==> src/rtl/core/cbb_pkg.sv <==
package cbb_pkg;

    // widths fixed by the item and register formats
    localparam int unsigned PIX_W      = 16;
    localparam int unsigned CHAN_W     = 8;
    localparam int unsigned CH5_W      = 5;
    localparam int unsigned ALPHA_W    = 8;
    localparam int unsigned COORD_W    = 8;
    localparam int unsigned DEST_W     = 12;
    localparam int unsigned DIM_REG_W  = 11;
    localparam int unsigned CFG_IDX_W  = 3;
    localparam int unsigned CFG_DATA_W = 16;

    // packed colour layout: red 15..11, green 10..6, bit 5 zero, blue 4..0
    localparam int unsigned RED_LSB    = 11;
    localparam int unsigned GREEN_LSB  = 6;
    localparam int unsigned BLUE_LSB   = 0;
    localparam int unsigned CH_DROP    = 3;

    localparam logic [PIX_W-1:0] STORE_INIT = 16'hFFFF;

    // configuration register indexes
    localparam logic [CFG_IDX_W-1:0] CFG_BLIT_MODE     = 3'd0;
    localparam logic [CFG_IDX_W-1:0] CFG_DEST_X        = 3'd1;
    localparam logic [CFG_IDX_W-1:0] CFG_DEST_Y        = 3'd2;
    localparam logic [CFG_IDX_W-1:0] CFG_SOURCE_WIDTH  = 3'd3;
    localparam logic [CFG_IDX_W-1:0] CFG_SOURCE_HEIGHT = 3'd4;
    localparam logic [CFG_IDX_W-1:0] CFG_KEY_COLOUR    = 3'd5;
    localparam logic [CFG_IDX_W-1:0] CFG_FIXED_ALPHA   = 3'd6;

    // item opcodes
    localparam logic OP_PIXEL    = 1'b0;
    localparam logic OP_READBACK = 1'b1;

    typedef enum logic [1:0] {
        MODE_COPY  = 2'd0,
        MODE_ALPHA = 2'd1,
        MODE_KEY   = 2'd2,
        MODE_CONST = 2'd3
    } blit_mode_t;

    typedef enum logic [1:0] {
        ST_WRITTEN  = 2'd0,
        ST_CLIPPED  = 2'd1,
        ST_SKIPPED  = 2'd2,
        ST_READBACK = 2'd3
    } status_t;

endpackage

==> src/rtl/core/cbb_blend.sv <==
// per-channel blend of two packed colours: dst + (src - dst) * alpha / 255
module cbb_blend (
    input  logic [cbb_pkg::PIX_W-1:0]   src,
    input  logic [cbb_pkg::PIX_W-1:0]   dst,
    input  logic [cbb_pkg::ALPHA_W-1:0] alpha,
    output logic [cbb_pkg::PIX_W-1:0]   blended
);

    localparam int unsigned C = cbb_pkg::CH5_W;

    // divide by 255 on a magnitude below 2^13: (n + (n >> 8) + 1) >> 8
    function automatic logic [C-1:0] blend5(
        input logic [C-1:0]                s,
        input logic [C-1:0]                d,
        input logic [cbb_pkg::ALPHA_W-1:0] a
    );
        logic signed [C:0]  diff;
        logic               neg;
        logic [C-1:0]       mag;
        logic [12:0]        prod;
        logic [13:0]        acc;
        logic [C-1:0]       q;
        diff = $signed({1'b0, s}) - $signed({1'b0, d});
        neg  = diff[C];
        mag  = neg ? C'(-diff) : C'(diff);
        prod = 13'(mag) * 13'(a);
        acc  = 14'(prod) + 14'(prod[12:8]) + 14'd1;
        q    = acc[8 +: C];
        return neg ? (d - q) : (d + q);
    endfunction

    always_comb
    begin
        blended = '0;
        blended[cbb_pkg::RED_LSB +: C] =
            blend5(src[cbb_pkg::RED_LSB +: C], dst[cbb_pkg::RED_LSB +: C], alpha);
        blended[cbb_pkg::GREEN_LSB +: C] =
            blend5(src[cbb_pkg::GREEN_LSB +: C], dst[cbb_pkg::GREEN_LSB +: C], alpha);
        blended[cbb_pkg::BLUE_LSB +: C] =
            blend5(src[cbb_pkg::BLUE_LSB +: C], dst[cbb_pkg::BLUE_LSB +: C], alpha);
    end

endmodule

==> config.mk <==
export PLATFORM = sky130hd
export DESIGN_NAME = cbb_blend
export DESIGN_NICKNAME = d
export VERILOG_FILES = /design/src/rtl/core/cbb_pkg.sv /design/src/rtl/core/cbb_blend.sv
export SDC_FILE = /design/constraint.sdc
export NUM_CORES = 1
export LEC_CHECK = 0
export BUFFER_PORTS_ARGS = -buffer_cell sky130_fd_sc_hd__buf_2
export CORE_MARGIN = 4
export CORE_UTILIZATION = 54
export DETAILED_ROUTE_END_ITERATION = 12
export GPL_ROUTABILITY_DRIVEN = 0
export MAX_ROUTING_LAYER = met4
export PLACE_DENSITY_LB_ADDON = 0.25
export SYNTH_ARGS = -nofsm -noshare
export SYNTH_HDL_FRONTEND = slang
export SYNTH_SLANG_ARGS = --single-unit
export TNS_END_PERCENT = 10
==> constraint.sdc <==
create_clock -name vclk -period 12.9
set_input_delay 0.645 -clock vclk [all_inputs]
set_output_delay 0.645 -clock vclk [all_outputs]
set_load 0.005 [all_outputs]
==> results.md <==
- WP data required: 12.26 ns
- Setup crit start kind: input pin
- DRC: 0
- Share of cells above drive strength 1: 10.1%
- Slew margin rel.: 46.5%
- Port Buffers: 53
- Achievable Freq: 85.9 MHz
- Max-Cap Viols: 0
- GRT Overall Usage: 20.7%
- RSZ-0062 raised after global routing: false
- CTS Hold Bufs: 0
- Crit Path Category: in2out
- Hold Startpoint: dst[12]
- Crit path time final: 11.65 ns
- Outcome: complete, no violations
- Die ar.: 12,900 µm²
- Endpoints failing setup: 0
- Initial antenna violation count: 0
- Seq/Total Area, Yosys: 0%
- Crit end category: output port
- Worst Max-Slew Pin Slew: 0.803 ns
- Die Y: 114 µm
- Row Count: 38
- Hold path depth: 3
- CP arrival: 11.00 ns
- Initial cell density of the core: 55.3%
- Total number of vias: 5,203
- Clock buf count: 0
- P&R area growth vs syn: 6.34%
- Post-DRT Antenna Nets: 0
- Min-delay worst type: in2out
- Critical Path Fanout Max: 8
- Yosys cell types: 78
- DP HPWL: 10.7 mm
- IO Count: 56
- Post-Route Setup TNS: 0 ns
- Vias in the first global route: 5,280
- DR iter-0 viols: 348
- Mean Syn Cell Area: 8.00 µm²
- Yosys warning count: 0
- Syn Nets: 952
- Synth area leaders: ha_1 21%, fa_1 20%, inv_1 7.8%, nor2b_1 7.5%, xnor2_1 6.7%
- Largest area contributor in the netlist: ha_1
- CP max stage delay: 0.59 ns
- Die width: 114 µm
- Final hold viol count: 0
- Slowest CP cell: xnor2_1
- Min-Delay Endpoint: blended[12]
- Share of the synthesized area in the top cell type: 20.6%
- Post-CTS setup buffer count: 0
- First-pass DRT Iterations: 5
- Seq_cells: 0
- Fin nets: 994
- First-pass GRT wire length: 22.8 mm
- Synthesized area: 6020 µm²
- Cells after synthesis: 753
- GR Overflow Total: 0
- Total Wirelength: 12.6 mm
- Post-CTS Resized: 0
- Core area: 10,900 µm²
- # diodes: 0
- DR WL/cell: 13.5 µm
- Vias/cell: 5.58
- Largest net degree at the start of global routing: 16
- Post-route clock period utilization: 90.3%
- FF/Latch Area: 0 µm²
- Final Max Tran Viols: 0
## critical path, delay by kind of cell
family | cells | cell delay (ns)
adder cells (fa/ha/maj) | 10 | 3.78
AO/OA/AOI/OAI | 10 | 2.30
XOR/XNOR | 7 | 1.89
AND/OR/NAND/NOR | 10 | 1.83
buffers and inverters | 5 | 0.38
multiplexers | 1 | 0.15
## metal layers
metal	GRT usage [%]	wire, µm	up-vias
li1	-	-	2594
met1	26.8	5750	2512
met2	38.3	6420	89
met3	0.0531	332	8
met4	1.20	69	0
met5	-	0	-
## layout by cell type, fill, tap and decap left out, types with 5 or more instances in the layout
| master | count |
|---|---|
| nor2b_1 | 72 |
| o211ai_1 | 5 |
| inv_1 | 125 |
| o21ai_0 | 20 |
| ha_1 | 99 |
| and2_1 | 22 |
| xnor2_1 | 46 |
| nor3_1 | 10 |
| nor4_1 | 7 |
| nand2b_1 | 32 |
| a21o_1 | 14 |
| nor2_1 | 28 |
| and3_1 | 5 |
| nand2_1 | 34 |
| nand3_1 | 16 |
| fa_1 | 60 |
| buf_2 | 53 |
| xor2_1 | 16 |
| a31oi_1 | 9 |
| a21oi_1 | 32 |
## cells by family (layout without fill, tap and decap cells)
group,Yosys count,after routing,synth area share (%)
muxes,4,4,0.686
AOI/OAI and AO/OA,130,130,15.6
xor gates and xnor gates,64,64,9.56
buffers and inverters,139,179,8.89
and+or+nand+nor,250,250,23.6
adders and majority gates,165,165,41.6
other,1,1,0.0623
## layout make-up
cell class / instances / area, µm²
multi-input cells: 614 / 5490
fillers: 982 / 4480
inverters: 125 / 469
repair buffers: 54 / 273
well taps: 140 / 175
## how the worst max path moves through the flow
stage,from,end,slack (ns)
global placement,dst[12],blended[15],1.67
floorplan,dst[12],blended[15],2.74
detailed placement,dst[12],blended[15],1.32
CTS,dst[12],blended[15],1.29
finish,dst[12],blended[15],1.25
global route,dst[12],blended[15],0.36
## stage by stage
| stage | instance area, µm² | utilization (%) | worst slack (ns) | std cells | hold slack (ns) |
|---|---|---|---|---|---|
| after floorplan | 6020 | - | 2.74 | 753 | 1.45 |
| after global placement | 6400 | 58.8 | 1.67 | 933 | 1.67 |
| after detailed placement | 6400 | 58.8 | 1.32 | 933 | 1.69 |
| after CTS | 6400 | 58.8 | 1.29 | 933 | 1.69 |
| after global routing | 6400 | 58.8 | 0.357 | 933 | 1.70 |
| final | 6400 | 58.8 | 1.25 | 933 | 1.68 |
## Yosys cell counts (3+ instances only)
cell type / number
a2111oi_0: 3
mux2i_1: 3
xnor2_1: 46
nand3_1: 16
fa_1: 60
nand2b_1: 32
a221oi_1: 3
a31oi_1: 9
and3_1: 5
xor2_1: 16
or2_2: 3
maj3_2: 3
nor3_1: 10
o211ai_1: 5
clkbuf_1: 10
nor2b_1: 72
nor4_1: 7
a211oi_1: 3
nand2_1: 34
a21oi_1: 32
maj3_1: 3
and2_1: 22
nor2_1: 28
a21o_1: 14
o31ai_1: 3
nor3b_1: 3
ha_1: 99
inv_1: 125
o21ai_0: 20
a21oi_2: 3
nand3b_1: 3
Power is not shown: default switching activity piles up to over one toggle a cycle in this logic, so the estimate is an artifact.
